### config.mk
export PLATFORM = sky130hd
export DESIGN_NAME = primality_test_64_top
export DESIGN_NICKNAME = d
export VERILOG_FILES = /design/src/rtl/pt64_pkg.sv /design/src/rtl/pt64_modmul.sv /design/src/rtl/primality_test_64_top.sv
export SDC_FILE = /design/constraint.sdc
export NUM_CORES = 2
export LEC_CHECK = 0
export BUFFER_PORTS_ARGS = -buffer_cell sky130_fd_sc_hd__buf_2
export CAP_MARGIN = 20
export CORE_MARGIN = 2
export CORE_UTILIZATION = 30
export DETAILED_ROUTE_END_ITERATION = 7
export SYNTH_ARGS = -nofsm -noshare
export SYNTH_HDL_FRONTEND = slang
export SYNTH_HIERARCHICAL = 1
export SYNTH_SLANG_ARGS = --single-unit
### constraint.sdc
create_clock -name clk_i -period 15.13 [get_ports clk_i]
set_clock_uncertainty 0.1 [all_clocks]
set_input_delay 1.513 -clock clk_i [delete_from_list [all_inputs] [get_ports clk_i]]
set_output_delay 1.513 -clock clk_i [all_outputs]
set_load 0.02 [all_outputs]
### src/rtl/pt64_pkg.sv
package pt64_pkg;

  localparam int unsigned W = 64;
  localparam int unsigned CntW = 7;

  typedef logic [W-1:0] word_t;

  // Main sequencer states.
  typedef enum logic [3:0] {
    S_IDLE,
    S_BASE,
    S_TOMONT,
    S_EXP_MUL,
    S_EXP_SQR,
    S_EXP_NEXT,
    S_CHK,
    S_SQR,
    S_DONE
  } state_e;

  // Request to the bit-serial modular multiplier.
  typedef struct packed {
    logic  start;
    word_t a;
    word_t b;
  } mm_req_t;

  typedef struct packed {
    logic  done;
    word_t p;
  } mm_rsp_t;

  // Witness bases; index 0 to 2 are the small set, 3 to 9 the large set.
  localparam int unsigned NumBases = 10;

  function automatic word_t base_at(input logic [3:0] idx);
    word_t b;
    b = '0;
    case (idx)
      4'd0: b = word_t'(2);
      4'd1: b = word_t'(7);
      4'd2: b = word_t'(61);
      4'd3: b = word_t'(2);
      4'd4: b = word_t'(325);
      4'd5: b = word_t'(9375);
      4'd6: b = word_t'(28178);
      4'd7: b = word_t'(450775);
      4'd8: b = word_t'(9780504);
      4'd9: b = word_t'(1795265022);
      default: b = '0;
    endcase
    return b;
  endfunction

endpackage

### src/rtl/pt64_modmul.sv
// Bit-serial modular product a*b mod n: one bit of a per cycle, MSB first,
// double-and-add with two conditional subtractions.
module pt64_modmul (
  input  logic              clk_i,
  input  logic              rst_ni,
  input  pt64_pkg::word_t   n_i,
  input  pt64_pkg::mm_req_t req_i,
  output pt64_pkg::mm_rsp_t rsp_o
);

  logic                   busy_q, busy_d;
  logic [pt64_pkg::CntW-1:0] cnt_q, cnt_d;
  pt64_pkg::word_t        a_q, a_d, b_q, b_d, acc_q, acc_d;
  logic                   done_q, done_d;
  logic [pt64_pkg::W:0]   dbl, dbl_r, add, add_r;

  always_comb begin
    dbl   = {acc_q, 1'b0};
    dbl_r = (dbl >= {1'b0, n_i}) ? dbl - {1'b0, n_i} : dbl;
    add   = dbl_r + (a_q[pt64_pkg::W-1] ? {1'b0, b_q} : '0);
    add_r = (add >= {1'b0, n_i}) ? add - {1'b0, n_i} : add;
  end

  always_comb begin
    busy_d = busy_q;
    cnt_d  = cnt_q;
    a_d    = a_q;
    b_d    = b_q;
    acc_d  = acc_q;
    done_d = 1'b0;
    if (req_i.start) begin
      busy_d = 1'b1;
      cnt_d  = '0;
      a_d    = req_i.a;
      b_d    = req_i.b;
      acc_d  = '0;
    end else if (busy_q) begin
      acc_d = add_r[pt64_pkg::W-1:0];
      a_d   = {a_q[pt64_pkg::W-2:0], 1'b0};
      cnt_d = cnt_q + 1'b1;
      if (cnt_q == pt64_pkg::CntW'(pt64_pkg::W - 1)) begin
        busy_d = 1'b0;
        done_d = 1'b1;
      end
    end
  end

  always_ff @(posedge clk_i or negedge rst_ni) begin
    if (!rst_ni) begin
      busy_q <= 1'b0;
      done_q <= 1'b0;
      cnt_q  <= '0;
    end else begin
      busy_q <= busy_d;
      done_q <= done_d;
      cnt_q  <= cnt_d;
    end
  end

  always_ff @(posedge clk_i) begin
    a_q   <= a_d;
    b_q   <= b_d;
    acc_q <= acc_d;
  end

  assign rsp_o.done = done_q;
  assign rsp_o.p    = acc_q;

endmodule

### src/rtl/primality_test_64_top.sv
// Channel | Dir | tdata bits              | tuser/tlast
// s_axis  | in  | [63:0] number           | none
// m_axis  | out | [0] prime, [7:1] zero   | none
//
// An odd number above 1 runs a Miller-Rabin test, one witness after another, on one
// bit-serial modular multiplier. A witness squares once per bit of d, multiplies once
// more per set bit of d, and squares again for each further round of the check.
// Even values, 0 and 1 skip the test and go straight to the done state.
// Reset is asynchronous and active low and clears the sequencer. One request
// is in work at a time. A finished result moves into the output register and
// waits there until taken. s_axis_tready is high whenever the sequencer is
// idle, so the next request can start while the previous result waits.
// The residues are kept in plain form (a mod n).
module primality_test_64_top (
  input  logic       clk_i,
  input  logic       rst_ni,
  input  logic       s_axis_tvalid,
  output logic       s_axis_tready,
  input  logic [63:0] s_axis_tdata,   // [63:0] number
  output logic       m_axis_tvalid,
  input  logic       m_axis_tready,
  output logic [7:0] m_axis_tdata     // [0] prime, [7:1] zero
);

  pt64_pkg::state_e  st_q, st_d;
  pt64_pkg::word_t   n_q, n_d, d_q, d_d, e_q, e_d, y_q, y_d, bs_q, bs_d, t_q, t_d;
  logic [3:0]        bi_q, bi_d;
  logic              ov_q, ov_d, ob_q, ob_d, vd_q, vd_d;
  pt64_pkg::mm_req_t req;
  pt64_pkg::mm_rsp_t rsp;
  pt64_pkg::word_t   ba, nm1;

  pt64_modmul u_mm (.clk_i(clk_i), .rst_ni(rst_ni), .n_i(n_q), .req_i(req), .rsp_o(rsp));

  assign ba  = pt64_pkg::base_at(bi_q);
  assign nm1 = n_q - 64'd1;

  // Next state.
  always_comb begin
    st_d = st_q;
    n_d = n_q; d_d = d_q; e_d = e_q; y_d = y_q; bs_d = bs_q; t_d = t_q;
    bi_d = bi_q; ov_d = ov_q; ob_d = ob_q; vd_d = vd_q;
    if (ov_q && m_axis_tready) ov_d = 1'b0;
    case (st_q)
      pt64_pkg::S_IDLE: begin
        if (s_axis_tvalid) begin
          n_d = s_axis_tdata;
          d_d = s_axis_tdata - 64'd1;
          bi_d = (s_axis_tdata < (64'd1 << 31)) ? 4'd0 : 4'd3;
          if (s_axis_tdata == 64'd2) begin
            vd_d = 1'b1; st_d = pt64_pkg::S_DONE;
          end else if (s_axis_tdata < 64'd2 || !s_axis_tdata[0]) begin
            vd_d = 1'b0; st_d = pt64_pkg::S_DONE;
          end else begin
            st_d = pt64_pkg::S_TOMONT;
          end
        end
      end
      pt64_pkg::S_TOMONT: begin
        // Strip factors of two from d, one per cycle.
        if (!d_q[0]) d_d = {1'b0, d_q[63:1]};
        else st_d = pt64_pkg::S_BASE;
      end
      pt64_pkg::S_BASE: begin
        // The small set ends after its third witness, the large set after
        // the last entry of the table.
        if ((bi_q == 4'd3 && n_q < (64'd1 << 31)) || bi_q == 4'(pt64_pkg::NumBases) ||
            (n_q <= ba)) begin
          vd_d = 1'b1; st_d = pt64_pkg::S_DONE;
        end else begin
          bs_d = ba; y_d = 64'd1; e_d = d_q; t_d = d_q;
          st_d = pt64_pkg::S_EXP_NEXT;
        end
      end
      pt64_pkg::S_EXP_NEXT: begin
        if (e_q == '0) st_d = pt64_pkg::S_CHK;
        else if (e_q[0]) st_d = pt64_pkg::S_EXP_MUL;
        else st_d = pt64_pkg::S_EXP_SQR;
      end
      pt64_pkg::S_EXP_MUL: begin
        if (rsp.done) begin
          y_d = rsp.p; st_d = pt64_pkg::S_EXP_SQR;
        end
      end
      pt64_pkg::S_EXP_SQR: begin
        if (rsp.done) begin
          bs_d = rsp.p; e_d = {1'b0, e_q[63:1]}; st_d = pt64_pkg::S_EXP_NEXT;
        end
      end
      pt64_pkg::S_CHK: begin
        if (t_q != nm1 && y_q != 64'd1 && y_q != nm1) begin
          st_d = pt64_pkg::S_SQR;
        end else if (y_q != nm1 && !t_q[0]) begin
          vd_d = 1'b0; st_d = pt64_pkg::S_DONE;
        end else begin
          bi_d = bi_q + 4'd1;
          st_d = pt64_pkg::S_BASE;
        end
      end
      pt64_pkg::S_SQR: begin
        if (rsp.done) begin
          y_d = rsp.p; t_d = {t_q[62:0], 1'b0}; st_d = pt64_pkg::S_CHK;
        end
      end
      pt64_pkg::S_DONE: begin
        // The verdict moves out once the output register is free or is
        // being emptied in this cycle.
        if (!ov_q || m_axis_tready) begin
          ov_d = 1'b1; ob_d = vd_q; st_d = pt64_pkg::S_IDLE;
        end
      end
      default: st_d = pt64_pkg::S_IDLE;
    endcase
  end

  // Multiplier requests, issued on entry to each multiply state.
  always_comb begin
    req.start = 1'b0;
    req.a = y_q;
    req.b = bs_q;
    case (st_q)
      pt64_pkg::S_EXP_NEXT: begin
        req.start = (e_q != '0);
        req.a = e_q[0] ? y_q : bs_q;
        req.b = bs_q;
      end
      pt64_pkg::S_EXP_MUL: begin
        req.start = rsp.done;
        req.a = bs_q;
        req.b = bs_q;
      end
      pt64_pkg::S_CHK: begin
        req.start = (t_q != nm1 && y_q != 64'd1 && y_q != nm1);
        req.a = y_q;
        req.b = y_q;
      end
      default: req.start = 1'b0;
    endcase
  end

  always_ff @(posedge clk_i or negedge rst_ni) begin
    if (!rst_ni) begin
      st_q <= pt64_pkg::S_IDLE;
      ov_q <= 1'b0;
      bi_q <= '0;
    end else begin
      st_q <= st_d;
      ov_q <= ov_d;
      bi_q <= bi_d;
    end
  end

  always_ff @(posedge clk_i) begin
    n_q <= n_d; d_q <= d_d; e_q <= e_d; y_q <= y_d;
    bs_q <= bs_d; t_q <= t_d; ob_q <= ob_d; vd_q <= vd_d;
  end

  assign s_axis_tready = (st_q == pt64_pkg::S_IDLE);
  assign m_axis_tvalid = ov_q;
  assign m_axis_tdata  = {7'd0, ob_q};

endmodule
# Yosys cells after proc, flatten, opt, wreduce, memory -nomap -nowiden
# Memories as Yosys holds them, arrays and structs flattened.
# Cells that the tools add are included.
[word_totals]
memories = 1
in_bits = 68
register_bits = 596
word_cells = 152
romBits = 416
[mem_list]
columns = ["name", "depth", "word_bits", "rd", "rd_clocked_by_memory_dff", "wr", "line_no", "text"]
rows = [
  ["(name not given)", 16, 26, 1, 0, 0, "pt64_pkg.sv:39", "case (idx)"],
]
[classes]
magnitude_cmp = 6
add_sub_neg = 7
n_eq_ne = 29
reduce_logical = 33
n_mux = 58
[op_table]
columns = ["cell", "n"]
rows = [
  ["$mux 64", 13],
  ["$pmux 64 s2", 5],
  ["$pmux 128 s3", 1],
  ["$ge 65x64->1", 2],
  ["$lt 64x32->1 const B", 2],
  ["$ne 64x64->1", 2],
  ["$sub 64x1->64 const B", 2],
  ["$add 65x64->65", 1],
  ["$mux 65", 1],
  ["$sub 65x64->65", 1],
  ["$eq 64x2->1 const B", 1],
  ["$le 64x64->1", 1],
  ["$logic_not 64->1", 1],
  ["$lt 64x2->1 const B", 1],
  ["$ne 64x1->1 const B", 1],
  ["$reduce_bool 64->1", 1],
  ["$sub 64x64->64", 1],
  ["$mux 4", 14],
  ["$pmux 4 s9", 1],
  ["$ne 2x2->1 const B", 9],
  ["$eq 4x3->1 const B", 4],
  ["$mux 1", 15],
  ["$mux 7", 2],
  ["$eq 4x2->1 const B", 3],
  ["22 further kinds", 48],
]

# Longest topological paths before layout
[depth]
ltp_word = 6
ltp_mapped = 42
mapped_depth_nobuf = 34

# By module
# The synthesis kept the hierarchy.
[by_module_without_submodules]
columns = ["mod", "seq_area_each_um2", "cells_each", "n_inst", "area_each_um2"]
rows = [
  ["primality_test_64_top", 11816.3, 2443, 1, 24471.0],
  ["pt64_modmul", 5350.1, 2556, 1, 20870.0],
]

# Worst setup path before layout
# OpenSTA, ideal clock, no wires.
[synth_path]
kind = "flip-flop to flip-flop"
start = "register st_q[3]"
end = "register bs_q[0] (enable)"
stages_incl_launch_ff = 7
synth_period_minus_slack_ns = 11.059
path_slack_ns = 4.071
setup_ns = 0.792
t_arrival_ns = 10.166
cell_sequence = "dfrtp_1 clkbuf_1 nor2b_1 clkbuf_1 nand2_1 clkbuf_1 o21ai_0"
[synth_via]
elab_chain_len = 3
[synth_lines]
columns = ["element", "line_no", "text"]
rows = [
  ["from (decl)", "primality_test_64_top.sv:25", "pt64_pkg::state_e st_q, st_d;"],
  ["from (signal assigned)", "primality_test_64_top.sv:143", "st_q <= pt64_pkg::S_IDLE;"],
  ["from (signal assigned)", "primality_test_64_top.sv:147", "st_q <= st_d;"],
  ["$eq 4x1->1 or $eq 4x3->1 (tied branches)", "primality_test_64_top.sv:44", "case (st_q)"],
  ["$ne 2x2->1 (no line), or another cell as far along", "n/a", ""],
  ["$reduce_and 3->1 (no line) (*)", "n/a", ""],
  ["to (signal assigned)", "primality_test_64_top.sv:155", "bs_q <= bs_d; t_q <= t_d; ob_q <= ob_d; vd_q <= vd_d;"],
  ["to (decl)", "primality_test_64_top.sv:26", "pt64_pkg::word_t n_q, n_d, d_q, d_d, e_q, e_d, y_q, y_d, bs_q, bs_d, t_q, t_d;"],
]
# Every way passes the cells marked *; elsewhere a longest branch is shown, timed or not.
# A chain may end at the register's enable or synchronous reset.

# Final worst setup path
[layout_path]
start = "register n_q[43]"
end = "register u_mm.acc_q[0]"
[layout_via]
elab_chain_len = 5
[layout_lines]
columns = ["element", "line_no", "text"]
rows = [
  ["from (decl)", "primality_test_64_top.sv:26", ""],
  ["from (signal assigned)", "primality_test_64_top.sv:154", "n_q <= n_d; d_q <= d_d; e_q <= e_d; y_q <= y_d;"],
  ["$sub 65x64->65, or another cell as far along", "pt64_modmul.sv:19", "dbl_r = (dbl >= {1'b0, n_i}) ? dbl - {1'b0, n_i} : dbl;"],
  ["$mux 65 or $ne 64x64->1 (tied branches)", "pt64_modmul.sv:19, primality_test_64_top.sv:133", ""],
  ["$add 65x64->65 or $logic_and 1x1->1 (tied branches)", "pt64_modmul.sv:20, primality_test_64_top.sv:133", ""],
  ["$ge 65x64->1, or another cell as far along", "pt64_modmul.sv:21", "add_r = (add >= {1'b0, n_i}) ? add - {1'b0, n_i} : add;"],
  ["$mux 64 or $pmux 1 s3 (tied branches)", "pt64_modmul.sv:21, primality_test_64_top.sv:121", ""],
  ["to (signal assigned)", "pt64_modmul.sv:63", "acc_q <= acc_d;"],
  ["to (decl)", "pt64_modmul.sv:13", "pt64_pkg::word_t a_q, a_d, b_q, b_d, acc_q, acc_d;"],
]
# Several ways; a longest one is shown, not always the timed one.

==> results.md <==
- The data arrival time of the critical path is roughly 13 ns.
- The maximum number of pins on one net before global-route repair is 96.
- Measured in cells, the most critical reg-to-reg path has a length of 34.
- Synthesis instantiated approximately 110 different standard cells from the library.
- The run finished, with violations left.
- The total congestion overflow is 0.
- The height of the die is 393 um.
- The reg-to-reg endpoint is u_mm/acc_q[0]$_SDFFE_PP0P_.
- The quantity of gates resized following cts is 0.
- The quantity of I/O buffers inserted on ports is 70.
- The final-stage net count is 5,192.
- In this run the remaining antenna-violating nets after routing total 0.
- Counting every instance in the synthesized netlist gives 4,999.
- The worst min-delay path category is reg -> reg.
- The number of slew-limit violations in the final report came to 0.
- Grouping stages by cell kind, the critical path spends the most delay in compound AO/OA/AOI/OAI gates.
- The top flip-flop cell by instance count after synthesis is edfxtp_1.
- The cell at the root of the clock tree is clkbuf_16.
- The overall fraction of global-route tracks in use is 22.3%.
- Summing over every cut layer, the via total after detailed routing is 40,017.
- The stage delay of the slowest cell on the critical path is 0.94 ns.
- For the pin with the worst max-slew slack, the measured transition is 1.22 ns.
- The reg-to-reg setup timing slack is 3.07 ns.
- The total wire length is about 180,000 um.
- The core region is 150,000 sq um.
- The level count of the clock H-tree is 3.
- The beginning of the worst hold path is vd_q$_DFFE_PP_.
- The clock passes through at most 3 buffers.
- The shortest clock period the worst path allows after layout is 12.06 ns.
- The post-cts hold buffer count is 0.
- The total number of placement rows is 142.
- The initial DRC count is 4,785.
- In this run the critical register-to-register path is launched from n_q[43]$_DFFE_PP_.
- Routability-driven placement finished with a final weighted congestion of 1.03.
- The checks that failed: DRC.
- The endpoint class of the critical path is a flop.
- The setup total negative slack is 0 ns.
- The total clock sinks is 596.
- The final critical path takes up 79.7% of the cycle.
- The CTS tree is yes.
- The count of state elements after synthesis is 596.
- The sink of the worst hold path is ob_q$_DFFE_PP_.
- For this run, the top clock speed supported by timing is roughly 83 MHz.
- Measured against its own limit, the worst slew margin works out to approximately 18%.
- The count of flip-flops with a built-in enable after synthesis is 514.
- The clock transition at the register clock pins on the worst setup and hold paths after CTS is about 0.06 ns.
- The number of global-route vias before repair was 37,270.
- For this run, asynchronously set or reset flops after synthesis account for 3.02%.
- The library cell contributing the largest single delay on the critical path is a211oi_1.
- The total of warnings raised by yosys is 6.
- The post-layout instance count excluding filler cells is ~7,000.
- The first global-routing pass estimated about 260,000 um of wire.
- The tool flagged a number of max-cap violations equal to 0.
- The initial utilization of the core area, before any placement, comes to 30.2%.
- After detailed routing, the number of vias per cell comes to 5.75.
- After synthesis the cells add up to 45,300 sq um.
- After filler insertion, the fill cell instance count of the layout stands at 15,555.
- The later pin in the worst-skew pair is clocked with a latency of 0.67 ns.
- In this run the horizontal extent of the chip is between 300 and 400 um.
- The portion of the post-synthesis area used by sequential elements is 37.9%.
- The per-cell routed wire length is about 25 um.
- The detailed-routing iteration count for the pre-antenna-repair pass is 8.
- The setup path with the least slack is of type reg -> reg.
- The floorplan step defined a die boundary enclosing 154,000 sq um.
- The critical path data required time is approximately 16 ns.
- The number of cells on the worst hold path is 0.
- Pin placement for this block handled between 70 and 80 I/O pins.
- The worst setup path is launched from a flop.
- The number of endpoints failing setup at the final stage is 0.
- The average cell area after synthesis is 9.07 sq um.
- The highest net fanout along the worst path is 66.
- The number of antenna violations at the first check in global routing came to 3.
- The post-route DRC violation count is 1.
- Compared with the post-synthesis result, the final layout area differs by 9.70%.
- After clock tree synthesis, the setup repair step added 0 buffers.
- The number of clock buffers inserted by TritonCTS is 70.
- The post-route netlist has between 10 and 15% of its cells at a drive strength greater than 1.
- The critical path contains buffers and inverters numbering 4 combined.
- The final-report hold violation count came to 0.
- Setup repair after global routing left no endpoint under its margin.
- The number of cells in the design after placement is slightly below 7,000.
- Detailed placement finished with a half-perimeter wire length of 137,000 um.
cells by family after synthesis:
logic type / synth area share [%]
AND/OR/NAND/NOR: 22.4
AO/OA/AOI/OAI: 15.3
flip-flops: 37.9
buffers and inverters: 4.11
XOR/XNOR: 7.68
multiplexers: 6.14
adder cells (fa/ha/maj): 6.42
other: 0.00827
synthesized netlist by cell type (104+ instances only):
master	count	area, sq um
edfxtp_1	514	15400
nor4_1	106	663
xor2_1	137	1200
nor2_1	296	1110
nand4_1	104	651
o21ai_0	208	1040
and3_1	143	895
ha_1	228	2850
nand3_1	185	926
xnor2_1	253	2220
a21oi_1	340	1700
mux2_2	207	2330
inv_1	158	593
clkbuf_1	230	863
a21o_1	123	923
nand2_1	659	2470
state kept, by name (all words and copies together) (netlist names), 7 cells and up:
| register | flops |
|---|---|
| e_q | 64 |
| y_q | 64 |
| d_q | 64 |
| n_q | 64 |
| u_mm/cnt_q | 7 |
| u_mm/b_q | 64 |
| bs_q | 64 |
| t_q | 64 |
| u_mm/acc_q | 64 |
| u_mm/a_q | 64 |
cells in the final DEF, fill, tap and decap left out, types with 143 or more instances in the layout:
master / instances
mux2_2: 207
nand2_1: 655
nand3_1: 184
o21ai_0: 204
nor2_1: 292
ha_1: 228
inv_1: 156
a21oi_1: 340
xnor2_1: 253
and3_1: 143
edfxtp_1: 514
through the flow:
step / util, % / setup slack, ns / area [sq um] / hold slack [ns]
2_1_floorplan: - / 4.07 / 45400 / 0.300
3_3_place_gp: 31.7 / 3.29 / 47500 / 0.306
3_5_place_dp: 31.7 / 3.31 / 47500 / 0.317
4_1_cts: 33.2 / 3.27 / 49700 / 0.322
5_1_grt: 33.2 / 2.45 / 49700 / 0.328
6_report: 33.2 / 3.07 / 49700 / 0.321
worst max-delay path by stage:
stage | endpoint | from | cells after the start
after detailed placement | u_mm/acc_q[0]$_SDFFE_PP0P_ | n_q[43]$_DFFE_PP_ | 34
after global placement | u_mm/acc_q[0]$_SDFFE_PP0P_ | n_q[43]$_DFFE_PP_ | 34
final | u_mm/acc_q[0]$_SDFFE_PP0P_ | n_q[43]$_DFFE_PP_ | 34
after global routing | u_mm/acc_q[0]$_SDFFE_PP0P_ | n_q[43]$_DFFE_PP_ | 34
after CTS | u_mm/acc_q[0]$_SDFFE_PP0P_ | n_q[43]$_DFFE_PP_ | 34
after floorplan | bs_q[0]$_DFFE_PP_ | st_q[3]$_DFFE_PN0P_ | 6
per-layer routing:
metal | up-vias | GRT usage, % | part of all wire [%]
met5 | - | 0 | 0
met2 | 1957 | 33.0 | 42
li1 | 18213 | - | -
met1 | 19498 | 31.3 | 44
met4 | 0 | 12.4 | 6.2
met3 | 349 | 2.68 | 7.4
cell type report:
| class | instances | area, sq um | area share [%] |
|---|---|---|---|
| Antenna cell | 1 | 2.50 | 0.00503 |
| Tap cell | 2016 | 2520 | 5.07 |
| Multi-Input combinational cell | 3945 | 26500 | 53.2 |
| Clock inverter | 45 | 423 | 0.850 |
| Inverter | 160 | 601 | 1.21 |
| Clock buffer | 80 | 1830 | 3.68 |
| Sequential cell | 596 | 17200 | 34.5 |
| Timing Repair Buffer | 120 | 722 | 1.45 |
Power is left out: the tool's default activity adds up to more than one toggle a clock period on the data nets, which glitch-free logic cannot reach.
